===== src/rtl/wcs_pkg.sv =====
// Shared types, constants and helpers for the windowed chirp synthesizer.
// No dependencies; every other file of the block but the checker imports this package.
`default_nettype none

package wcs_pkg;

    // Configuration register indexes.
    localparam int CFG_IDX_W = 8;
    typedef enum logic [CFG_IDX_W-1:0] {
        REG_FREQ_STEP   = 8'd0,
        REG_CHIRP_RATE  = 8'd1,
        REG_START_PHASE = 8'd2,
        REG_AMPLITUDE   = 8'd3
    } t_reg_idx;

    // Field and datapath widths fixed by the block's format.
    localparam int CFG_DATA_W  = 48;
    localparam int FREQ_W      = 48;
    localparam int PHASE_IN_W  = 16;
    localparam int AMP_W       = 16;
    localparam int SAMPLE_W    = 16;
    localparam int ACC_W       = 49;
    localparam int CORDIC_W    = 33;
    localparam int CORDIC_STAGES = 16;
    localparam int STAGE_CNT_W = $clog2(CORDIC_STAGES);
    localparam int WA_W        = 33;
    localparam int PROD_W      = 49;

    // CORDIC start value: the inverse of the rotation gain in Q2.30.
    localparam logic signed [CORDIC_W-1:0] CORDIC_X0 = 33'sd652032874;

    // Queue between the front and back halves.
    localparam int Q_DEPTH = 2;
    localparam int Q_PTR_W = $clog2(Q_DEPTH);
    localparam int Q_CNT_W = $clog2(Q_DEPTH + 1);

    // Queue status seen by both halves.
    typedef struct packed {
        logic full;
        logic empty;
    } t_q_stat;

    // Rotation angle of each CORDIC stage in units of 2^-32 turn.
    function automatic logic [29:0] atan_turn(input logic [STAGE_CNT_W-1:0] i);
        logic [29:0] a;
        unique case (i)
            4'd0:  a = 30'h20000000;
            4'd1:  a = 30'h12E4051E;
            4'd2:  a = 30'h09FB385B;
            4'd3:  a = 30'h051111D4;
            4'd4:  a = 30'h028B0D43;
            4'd5:  a = 30'h0145D7E1;
            4'd6:  a = 30'h00A2F61E;
            4'd7:  a = 30'h00517C55;
            4'd8:  a = 30'h0028BE53;
            4'd9:  a = 30'h00145F2F;
            4'd10: a = 30'h000A2F98;
            4'd11: a = 30'h000517CC;
            4'd12: a = 30'h00028BE6;
            4'd13: a = 30'h000145F3;
            4'd14: a = 30'h0000A2FA;
            4'd15: a = 30'h0000517D;
            default: a = 30'h0;
        endcase
        return a;
    endfunction

endpackage

`default_nettype wire


===== src/rtl/wcs_front.sv =====
// Front half: accepts window beats, runs the phase accumulator and pushes
// the quantized phase plus window into the queue. Depends on wcs_pkg.
`default_nettype none

module wcs_front import wcs_pkg::*; #(
    parameter int COS_TABLE_BITS = 10
) (
    input  wire logic                          i_clk,
    input  wire logic                          i_rst_n,
    input  wire logic                          i_valid,
    output      logic                          o_ready,
    input  wire logic signed [SAMPLE_W-1:0]    i_window,
    input  wire logic                          i_restart,
    input  wire logic [FREQ_W-1:0]             i_freq_step,
    input  wire logic [FREQ_W-1:0]             i_chirp_rate,
    input  wire logic [PHASE_IN_W-1:0]         i_start_phase,
    input  wire t_q_stat                       i_q_stat,
    output      logic                          o_push,
    output      logic [COS_TABLE_BITS+2+SAMPLE_W-1:0] o_push_data
);

    localparam int PH_W = COS_TABLE_BITS + 2;

    logic [ACC_W-1:0] r_acc, n_acc;
    logic [ACC_W-1:0] r_inc, n_inc;
    logic [ACC_W-1:0] chirp49;
    logic [ACC_W-1:0] acc_use;
    logic [ACC_W-1:0] inc_use;
    logic             accept;

    assign o_ready = !i_q_stat.full;
    assign accept  = i_valid && !i_q_stat.full;
    assign chirp49 = {i_chirp_rate[FREQ_W-1], i_chirp_rate};

    // A restart beat reloads phase and step before the sample uses them.
    always_comb begin
        if (i_restart) begin
            acc_use = {i_start_phase, {(ACC_W-PHASE_IN_W){1'b0}}};
            inc_use = {i_freq_step, 1'b0} + chirp49;
        end else begin
            acc_use = r_acc;
            inc_use = r_inc;
        end
        n_acc = r_acc;
        n_inc = r_inc;
        if (accept) begin
            n_acc = acc_use + inc_use;
            n_inc = inc_use + {chirp49[ACC_W-2:0], 1'b0};
        end
    end

    // The top table bits of the phase go to the cosine unit.
    assign o_push      = accept;
    assign o_push_data = {i_window, acc_use[ACC_W-1 -: PH_W]};

    always_ff @(posedge i_clk) begin
        if (!i_rst_n) begin
            r_acc <= '0;
            r_inc <= '0;
        end else begin
            r_acc <= n_acc;
            r_inc <= n_inc;
        end
    end

endmodule

`default_nettype wire


===== src/rtl/wcs_queue.sv =====
// Two-entry queue that decouples the phase front end from the cosine back end.
// Depends on wcs_pkg for its depth and status type.
`default_nettype none

module wcs_queue import wcs_pkg::*; #(
    parameter int DATA_W = 28
) (
    input  wire logic              i_clk,
    input  wire logic              i_rst_n,
    input  wire logic              i_push,
    input  wire logic [DATA_W-1:0] i_data,
    input  wire logic              i_pop,
    output      logic [DATA_W-1:0] o_data,
    output      t_q_stat           o_stat
);

    logic [DATA_W-1:0]  r_mem [Q_DEPTH];
    logic [Q_PTR_W-1:0] r_wr_ptr, n_wr_ptr;
    logic [Q_PTR_W-1:0] r_rd_ptr, n_rd_ptr;
    logic [Q_CNT_W-1:0] r_count, n_count;
    logic               do_push;
    logic               do_pop;

    assign o_stat.full  = (r_count == Q_CNT_W'(Q_DEPTH));
    assign o_stat.empty = (r_count == '0);
    assign do_push      = i_push && !o_stat.full;
    assign do_pop       = i_pop && !o_stat.empty;
    assign o_data       = r_mem[r_rd_ptr];

    // Pointer and occupancy bookkeeping.
    always_comb begin
        n_wr_ptr = r_wr_ptr;
        n_rd_ptr = r_rd_ptr;
        n_count  = r_count;
        if (do_push) begin
            n_wr_ptr = (r_wr_ptr == Q_PTR_W'(Q_DEPTH-1)) ? '0 : r_wr_ptr + 1'b1;
        end
        if (do_pop) begin
            n_rd_ptr = (r_rd_ptr == Q_PTR_W'(Q_DEPTH-1)) ? '0 : r_rd_ptr + 1'b1;
        end
        if (do_push && !do_pop) begin
            n_count = r_count + 1'b1;
        end else if (do_pop && !do_push) begin
            n_count = r_count - 1'b1;
        end
    end

    always_ff @(posedge i_clk) begin
        if (!i_rst_n) begin
            r_wr_ptr <= '0;
            r_rd_ptr <= '0;
            r_count  <= '0;
        end else begin
            r_wr_ptr <= n_wr_ptr;
            r_rd_ptr <= n_rd_ptr;
            r_count  <= n_count;
        end
    end

    // Storage needs no reset.
    always_ff @(posedge i_clk) begin
        if (do_push) begin
            r_mem[r_wr_ptr] <= i_data;
        end
    end

endmodule

`default_nettype wire


===== src/rtl/wcs_back.sv =====
// Back half: iterative CORDIC cosine, window and amplitude scaling, rounding
// and saturation into a registered output beat. Depends on wcs_pkg.
`default_nettype none

module wcs_back import wcs_pkg::*; #(
    parameter int COS_TABLE_BITS = 10
) (
    input  wire logic                        i_clk,
    input  wire logic                        i_rst_n,
    input  wire t_q_stat                     i_q_stat,
    input  wire logic [COS_TABLE_BITS+2+SAMPLE_W-1:0] i_q_data,
    output      logic                        o_pop,
    input  wire logic [AMP_W-1:0]            i_amplitude,
    output      logic                        o_valid,
    input  wire logic                        i_ready,
    output      logic signed [SAMPLE_W-1:0]  o_wave
);

    localparam int B = COS_TABLE_BITS;

    typedef enum logic [4:0] {
        S_IDLE = 5'b00001,
        S_ROT  = 5'b00010,
        S_MUL  = 5'b00100,
        S_PROD = 5'b01000,
        S_DONE = 5'b10000
    } t_state;

    t_state r_state, n_state;
    logic [STAGE_CNT_W-1:0]       r_cnt, n_cnt;
    logic signed [CORDIC_W-1:0]   r_x, n_x;
    logic signed [CORDIC_W-1:0]   r_y, n_y;
    logic signed [CORDIC_W-1:0]   r_z, n_z;
    logic [1:0]                   r_quad, n_quad;
    logic signed [SAMPLE_W-1:0]   r_win, n_win;
    logic signed [SAMPLE_W-1:0]   r_cos, n_cos;
    logic signed [WA_W-1:0]       r_wa, n_wa;
    logic signed [PROD_W-1:0]     r_prod, n_prod;
    logic                         r_out_valid, n_out_valid;
    logic signed [SAMPLE_W-1:0]   r_out_wave, n_out_wave;

    logic signed [CORDIC_W-1:0]   dx;
    logic signed [CORDIC_W-1:0]   dy;
    logic signed [CORDIC_W-1:0]   atan_z;
    logic signed [CORDIC_W-1:0]   c_sel;
    logic signed [CORDIC_W-1:0]   c_shift;
    logic signed [PROD_W-1:0]     s_shift;
    logic [B-1:0]                 q_angle;

    assign o_valid = r_out_valid;
    assign o_wave  = r_out_wave;
    assign o_pop   = (r_state == S_IDLE) && !i_q_stat.empty;
    assign q_angle = i_q_data[B-1:0];

    // One CORDIC micro-rotation per cycle; the shifts round toward minus infinity.
    assign dx     = r_y >>> r_cnt;
    assign dy     = r_x >>> r_cnt;
    assign atan_z = $signed({3'b000, atan_turn(r_cnt)});

    // Quadrant folding and Q2.30 to Q1.15 rounding.
    always_comb begin
        unique case (r_quad)
            2'd0:    c_sel = r_x;
            2'd1:    c_sel = -r_y;
            2'd2:    c_sel = -r_x;
            default: c_sel = r_y;
        endcase
    end
    assign c_shift = (c_sel + 33'sd16384) >>> 15;
    assign s_shift = (r_prod + 49'sd1073741824) >>> 31;

    always_comb begin
        n_state     = r_state;
        n_cnt       = r_cnt;
        n_x         = r_x;
        n_y         = r_y;
        n_z         = r_z;
        n_quad      = r_quad;
        n_win       = r_win;
        n_cos       = r_cos;
        n_wa        = r_wa;
        n_prod      = r_prod;
        n_out_valid = r_out_valid;
        n_out_wave  = r_out_wave;

        // The downstream side takes the waiting beat.
        if (r_out_valid && i_ready) begin
            n_out_valid = 1'b0;
        end

        unique case (r_state)
            S_IDLE: begin
                if (!i_q_stat.empty) begin
                    n_x     = CORDIC_X0;
                    n_y     = '0;
                    n_z     = $signed(CORDIC_W'(q_angle) << (30 - B));
                    n_quad  = i_q_data[B+1:B];
                    n_win   = $signed(i_q_data[B+2 +: SAMPLE_W]);
                    n_cnt   = '0;
                    n_state = S_ROT;
                end
            end
            S_ROT: begin
                if (!r_z[CORDIC_W-1]) begin
                    n_x = r_x - dx;
                    n_y = r_y + dy;
                    n_z = r_z - atan_z;
                end else begin
                    n_x = r_x + dx;
                    n_y = r_y - dy;
                    n_z = r_z + atan_z;
                end
                n_cnt = r_cnt + 1'b1;
                if (r_cnt == STAGE_CNT_W'(CORDIC_STAGES-1)) begin
                    n_state = S_MUL;
                end
            end
            S_MUL: begin
                // Clamp the cosine to the symmetric Q1.15 range.
                if (c_shift > 33'sd32767) begin
                    n_cos = 16'sd32767;
                end else if (c_shift < -33'sd32767) begin
                    n_cos = -16'sd32767;
                end else begin
                    n_cos = c_shift[SAMPLE_W-1:0];
                end
                n_wa    = r_win * $signed({1'b0, i_amplitude});
                n_state = S_PROD;
            end
            S_PROD: begin
                n_prod  = r_wa * r_cos;
                n_state = S_DONE;
            end
            S_DONE: begin
                // Load the output register once it is free or being emptied.
                if (!r_out_valid || i_ready) begin
                    n_out_valid = 1'b1;
                    if (s_shift > 49'sd32767) begin
                        n_out_wave = 16'sd32767;
                    end else if (s_shift < -49'sd32768) begin
                        n_out_wave = -16'sd32768;
                    end else begin
                        n_out_wave = s_shift[SAMPLE_W-1:0];
                    end
                    n_state = S_IDLE;
                end
            end
            default: begin
                n_state = S_IDLE;
            end
        endcase
    end

    always_ff @(posedge i_clk) begin
        if (!i_rst_n) begin
            r_state     <= S_IDLE;
            r_cnt       <= '0;
            r_out_valid <= 1'b0;
        end else begin
            r_state     <= n_state;
            r_cnt       <= n_cnt;
            r_out_valid <= n_out_valid;
        end
    end

    // Datapath registers carry no reset.
    always_ff @(posedge i_clk) begin
        r_x        <= n_x;
        r_y        <= n_y;
        r_z        <= n_z;
        r_quad     <= n_quad;
        r_win      <= n_win;
        r_cos      <= n_cos;
        r_wa       <= n_wa;
        r_prod     <= n_prod;
        r_out_wave <= n_out_wave;
    end

endmodule

`default_nettype wire


===== src/rtl/windowed_chirp_synth.sv =====
// Top level of the windowed linear-chirp synthesizer: configuration registers
// and the front, queue and back halves. Depends on wcs_pkg and its submodules.
`default_nettype none

// Each accepted beat carries one window sample and a restart flag and yields
// one output beat, window * amplitude * cos(phase), rounded and saturated to
// Q1.15. The phase accumulator in the front half accepts a beat whenever the
// two-entry queue has room, so short bursts enter at one beat per cycle. The
// back half computes one sample at a time: it loads from the queue, runs 16
// rotations of the shared CORDIC unit, does the two multiplies, then loads
// the output register, waiting while the output is stalled; this CORDIC loop
// sets the sustained rate. Configuration writes are always taken (ready is
// high); start_phase and freq_step take effect at the next restart beat,
// chirp_rate at once, amplitude on samples not yet scaled. Write configuration
// only while the block is idle. Indexes past the last register are ignored.
module windowed_chirp_synth import wcs_pkg::*; #(
    parameter int COS_TABLE_BITS = 10
) (
    input  wire logic                   i_clk,
    input  wire logic                   i_rst_n,
    // Input stream.
    input  wire logic                   s_axis_tvalid,
    output      logic                   s_axis_tready,
    input  wire logic [15:0]            s_axis_tdata,   // [15:0] window_sample
    input  wire logic                   s_axis_tuser,   // [0] restart
    // Output stream.
    output      logic                   m_axis_tvalid,
    input  wire logic                   m_axis_tready,
    output      logic [15:0]            m_axis_tdata,   // [15:0] wave_sample
    // Configuration write channel.
    input  wire logic                   i_cfg_valid,
    output      logic                   o_cfg_ready,
    input  wire logic [CFG_IDX_W-1:0]   i_cfg_index,
    input  wire logic [CFG_DATA_W-1:0]  i_cfg_data
);

    localparam int PH_W   = COS_TABLE_BITS + 2;
    localparam int ITEM_W = PH_W + SAMPLE_W;

    logic [FREQ_W-1:0]     r_freq_step;
    logic [FREQ_W-1:0]     r_chirp_rate;
    logic [PHASE_IN_W-1:0] r_start_phase;
    logic [AMP_W-1:0]      r_amplitude;

    t_q_stat               q_stat;
    logic                  q_push;
    logic [ITEM_W-1:0]     q_push_data;
    logic                  q_pop;
    logic [ITEM_W-1:0]     q_pop_data;
    logic signed [SAMPLE_W-1:0] wave;

    assign o_cfg_ready  = 1'b1;
    assign m_axis_tdata = wave;

    // Register writes; unknown indexes fall through.
    always_ff @(posedge i_clk) begin
        if (!i_rst_n) begin
            r_freq_step   <= '0;
            r_chirp_rate  <= '0;
            r_start_phase <= '0;
            r_amplitude   <= '0;
        end else if (i_cfg_valid) begin
            unique case (i_cfg_index)
                REG_FREQ_STEP:   r_freq_step   <= i_cfg_data[FREQ_W-1:0];
                REG_CHIRP_RATE:  r_chirp_rate  <= i_cfg_data[FREQ_W-1:0];
                REG_START_PHASE: r_start_phase <= i_cfg_data[PHASE_IN_W-1:0];
                REG_AMPLITUDE:   r_amplitude   <= i_cfg_data[AMP_W-1:0];
                default: begin
                end
            endcase
        end
    end

    wcs_front #(
        .COS_TABLE_BITS(COS_TABLE_BITS)
    ) u_front (
        .i_clk        (i_clk),
        .i_rst_n      (i_rst_n),
        .i_valid      (s_axis_tvalid),
        .o_ready      (s_axis_tready),
        .i_window     ($signed(s_axis_tdata)),
        .i_restart    (s_axis_tuser),
        .i_freq_step  (r_freq_step),
        .i_chirp_rate (r_chirp_rate),
        .i_start_phase(r_start_phase),
        .i_q_stat     (q_stat),
        .o_push       (q_push),
        .o_push_data  (q_push_data)
    );

    wcs_queue #(
        .DATA_W(ITEM_W)
    ) u_queue (
        .i_clk  (i_clk),
        .i_rst_n(i_rst_n),
        .i_push (q_push),
        .i_data (q_push_data),
        .i_pop  (q_pop),
        .o_data (q_pop_data),
        .o_stat (q_stat)
    );

    wcs_back #(
        .COS_TABLE_BITS(COS_TABLE_BITS)
    ) u_back (
        .i_clk      (i_clk),
        .i_rst_n    (i_rst_n),
        .i_q_stat   (q_stat),
        .i_q_data   (q_pop_data),
        .o_pop      (q_pop),
        .i_amplitude(r_amplitude),
        .o_valid    (m_axis_tvalid),
        .i_ready    (m_axis_tready),
        .o_wave     (wave)
    );

endmodule

`default_nettype wire


===== config.mk =====
export PLATFORM = sky130hd
export DESIGN_NAME = windowed_chirp_synth
export DESIGN_NICKNAME = d
export VERILOG_FILES = /design/src/rtl/wcs_pkg.sv /design/src/rtl/wcs_front.sv /design/src/rtl/wcs_queue.sv /design/src/rtl/wcs_back.sv /design/src/rtl/windowed_chirp_synth.sv
export SDC_FILE = /design/constraint.sdc
export NUM_CORES = 2
export LEC_CHECK = 0
export ABC_CLOCK_PERIOD_IN_PS = 14400
export BUFFER_PORTS_ARGS = -buffer_cell sky130_fd_sc_hd__buf_4
export CAP_MARGIN = 20
export CORE_UTILIZATION = 30
export DETAILED_ROUTE_END_ITERATION = 10
export HOLD_SLACK_MARGIN = 0.02
export SLEW_MARGIN = 20
export SYNTH_ARGS = -nofsm -noshare
export SYNTH_HDL_FRONTEND = slang
export SYNTH_SLANG_ARGS = --single-unit

===== constraint.sdc =====
create_clock -name i_clk -period 14.4 [get_ports i_clk]
set_clock_uncertainty 0.05 [all_clocks]
set_input_delay 2.88 -clock i_clk [delete_from_list [all_inputs] [get_ports i_clk]]
set_output_delay 2.88 -clock i_clk [all_outputs]
set_load 0.005 [all_outputs]

==> summary.md <==
| Metric | Value |
|---|---|
| Result of the run | `finished clean` |
| Number of H-tree branching levels | `3` |
| Highest clock frequency the design can meet | `0.120 GHz` |
| Resize count post-CTS | `0` |
| XOR/XNOR share of the synthesized area | `5.47%` |
| Post-route ant nets | `0` |
| Number of I/O port buffers | `95` |
| Sequential cell fraction of total power | `24.3%` |
| Critical Path Start Type | `register` |
| Placeable core area | `210,000 µm²` |
| Net Sw Power | `4.26 mW` |
| Root cell of the clock tree | `clkbuf_16` |
| Final setup fails | `0` |
| Adder-cell area share of the yosys netlist | `31.6%` |
| WP data required | `14,740 ps` |
| Share of cells above drive strength 1 | `6.18%` |
| Combinational family with the most area after synthesis | `adder cells` |
| Cell types with the largest area share after synthesis | `fa_1 22%, edfxtp_1 12%, ha_1 9.6%` |
| Synth Cell Area | `63,600 µm²` |
| GRT Resource Usage Total | `15.5%` |
| Overall routed net length | `167 mm` |
| Fin cells | `9,932` |
| Clock transition time at the flip-flop clock pins of the worst setup and hold paths | `60 ps` |
| Cell Count Post-Placement | `9,803` |
| Maximum number of buffers from clock root to sink | `3` |
| Count of different cell masters after synthesis | `86` |
| Arrival time at the worst endpoint | `8660 ps` |
| Commonest register cell after synthesis | `dfxtp_1` |
| Pins Over Slew Limit | `0` |
| Most instantiated library cell after synthesis | `nand2_1` |
| Number of synthesized flops with an enable pin | `257` |
| Final critical-path share of the clock period | `57.7%` |
| Area overhead of the layout relative to synthesis | `8.89%` |
| Largest fanout of any net on the critical path | `21` |
| Highest ir drop seen on vdd | `0.124 mV` |
| Via/cell ratio | `4.96` |
| Yosys warnings | `0` |
| Sum of overflow across all layers after global routing | `0` |
| RSZ-0062 raised after global routing | `no` |
| Area of the die | `214,000 µm²` |
| Power per cell area | `137 nW/µm²` |
| Internal | `5.24 mW` |
| Static power due to leakage | `31.0 nW` |
| Area share of and/or/nand/nor cells after synthesis | `17.4%` |
| Post-Syn Instances | `7,188` |
| Clock tree from TritonCTS | `yes` |
| Clock insertion delay at the later pin of the skew report | `690 ps` |
| Setup TNS | `0 ps` |
| Number of nets in the layout | `8,333` |
| Number of buffers inserted by hold repair at cts | `0` |
| Number of endpoints with negative hold slack in the final report | `0` |
| Post-CTS Repair Setup Buffers | `0` |
| Post-Synthesis Mean Instance Area | `8.84 µm²` |
| Critical path start-end classification | `register to register` |
| Worst Tran Pin Value | `1070 ps` |
| Number of antenna violations at the first check in global routing | `4` |
| Multiplexer share of the synthesized area | `4.63%` |
| Chip Height | `462 µm` |
| Compound-Gate Fraction of Synth Area | `13.0%` |
| Number of sinks driven by the clock tree | `528` |
| Pre-Repair DR Iteration Count | `6` |
| DRT iter0 DRCs | `3,256` |
| Proportion of synthesized chip area in sequential cells | `20.7%` |
| Overall via count from detail_route | `49,300` |
| Synthesized Nets | `8,452` |
| Pin count of the biggest net entering global routing | `179` |
| Register bit total from synthesis | `528` |
| Switching Fraction | `44.8%` |
| Hpwl dp | `124 mm` |
| Global-route wire length before repair | `271 mm` |
| Area leader, netlist | `fa_1` |
| Cell depth of the worst hold path | `2` |
| Tmin final | `8310 ps` |
| Number of cell rows | `168` |
| Die X-Extent | `462 µm` |
| Share of total power in combinational logic | `57.5%` |
| Initial core utilization | `30.3%` |
| Length in cells of the worst reg-to-reg path | `24` |
| Slew margin rel. | `28.9%` |
| TritonCTS buffer count | `68` |
| Fraction of synthesized cell area taken by the top area cell type | `22.0%` |
| Relative contribution of the clock network to total power | `18.2%` |
| Mean routed wirelength per cell | `16.8 µm` |
| Post-route DRC violation count | `0` |
| Hold crit path type | `register to register` |
| Number of max-capacitance violations reported | `0` |
| Vias in the first global route | `50,400` |
| Ranking of synthesized cells by instance count | `1,112 x nand2_1, 882 x inv_1, 699 x fa_1` |
| Number of I/O pins | `97` |
| Nature of the critical path endpoint | `register` |
| Asr flop ratio synth | `0%` |
| Final weighted congestion of routability-driven global placement | `0.883` |
==> metal layers <==
metal  up-vias  wire, µm  track usage [%]
li1      23500         -                -
met2      1297     78600             26.1
met1     24300     75000             20.6
met3       231      9090             2.13
met4         0      4090             4.15
met5         -         0                0
==> power by group through the flow <==
stage	sequential (mW)	clock [mW]	combinational (mW)
finish	2.31	1.73	5.46
global route	2.33	1.84	6.15
CTS	2.30	1.79	5.46
detailed placement	2.32	0	5.42
global placement	2.32	0	5.30
floorplan	2.13	0	4.32
==> kinds of logic (layout without fill, tap and decap cells) <==
family / Yosys count / after routing
adders and majority gates: 1186 / 1186
DFF: 528 / 528
buffers and inverters: 1214 / 1149
muxes: 218 / 218
AOI/OAI and AO/OA: 1293 / 1293
and+or+nand+nor: 2351 / 2351
xor gates and xnor gates: 397 / 397
other: 1 / 5
==> layout by cell type, fill, tap and decap left out, types with 52 or more instances in the layout <==
master        n
nand2_1    1111
inv_1       882
fa_1        699
ha_1        487
and2_1      394
nor2_1      325
o21ai_0     321
a21oi_1     306
dfxtp_1     267
edfxtp_1    257
xnor2_1     226
xor2_1      171
a21o_1      165
a21boi_0    148
buf_4       136
nand3_1      92
mux2_2       88
mux2i_1      78
nor2b_1      76
nor3_1       69
nand2b_1     69
clkbuf_16    69
and3_1       57
a31oi_1      52
mux4_2       52
==> area by class of cell <==
cell class / count / area [µm²]
inverter: 886 / 3330
multi-input combinational: 5446 / 45900
fill: 21600 / 141000
antenna: 4 / 10.0
clock inverter: 24 / 297
clock buffer: 100 / 1960
timing repair buffer: 139 / 1070
sequential: 528 / 13200
tap: 2805 / 3510
==> path summary, 6_finish.rpt <==
path	from	endpoint	slack [ps]
worst max-delay path	u_back.r_cos[15]	u_back.r_prod[47]	6090
worst min-delay path	u_front.r_acc[35]	u_front.r_acc[35]	410
worst max register to register	u_back.r_cos[15]	u_back.r_prod[47]	6090
worst min register to register	u_front.r_acc[35]	u_front.r_acc[35]	410
==> critical path, stage by stage (launching register included) <==
cell	delay, ps
edfxtp_1	550
inv_1	390
buf_4	340
nor2_1	90
fa_1	530
fa_1	440
fa_1	530
fa_1	450
fa_1	500
inv_1	60
fa_1	480
inv_1	40
ha_1	280
a2111o_1	380
a21oi_1	140
o221ai_1	270
a211oi_1	320
nor4_1	120
o21a_1	250
o41a_1	380
o21a_1	240
o31a_1	270
o41ai_1	590
o21bai_1	140
xor2_1	170
==> stage by stage <==
stage / cell area [µm²] / utilization, % / setup WS (ps) / hold WS (ps) / total power [mW]
global route: 69200 / 33.0 / 5620 / 431 / 10.3
finish: 69200 / 33.0 / 6090 / 412 / 9.49
global placement: 66900 / 31.9 / 6000 / 395 / 7.62
detailed placement: 66900 / 31.9 / 5960 / 406 / 7.74
floorplan: 63600 / - / 6890 / 386 / 6.45
CTS: 69200 / 32.9 / 6020 / 414 / 9.56
==> flip-flops by register name, indices dropped and copies added, names as in the netlist, 48 cells and up, named ones only <==
signal	cells
r_freq_step	48
u_front.r_acc	49
r_chirp_rate	48
u_front.r_inc	49
u_queue.r_mem	56
(Power assumes the default switching activity.)
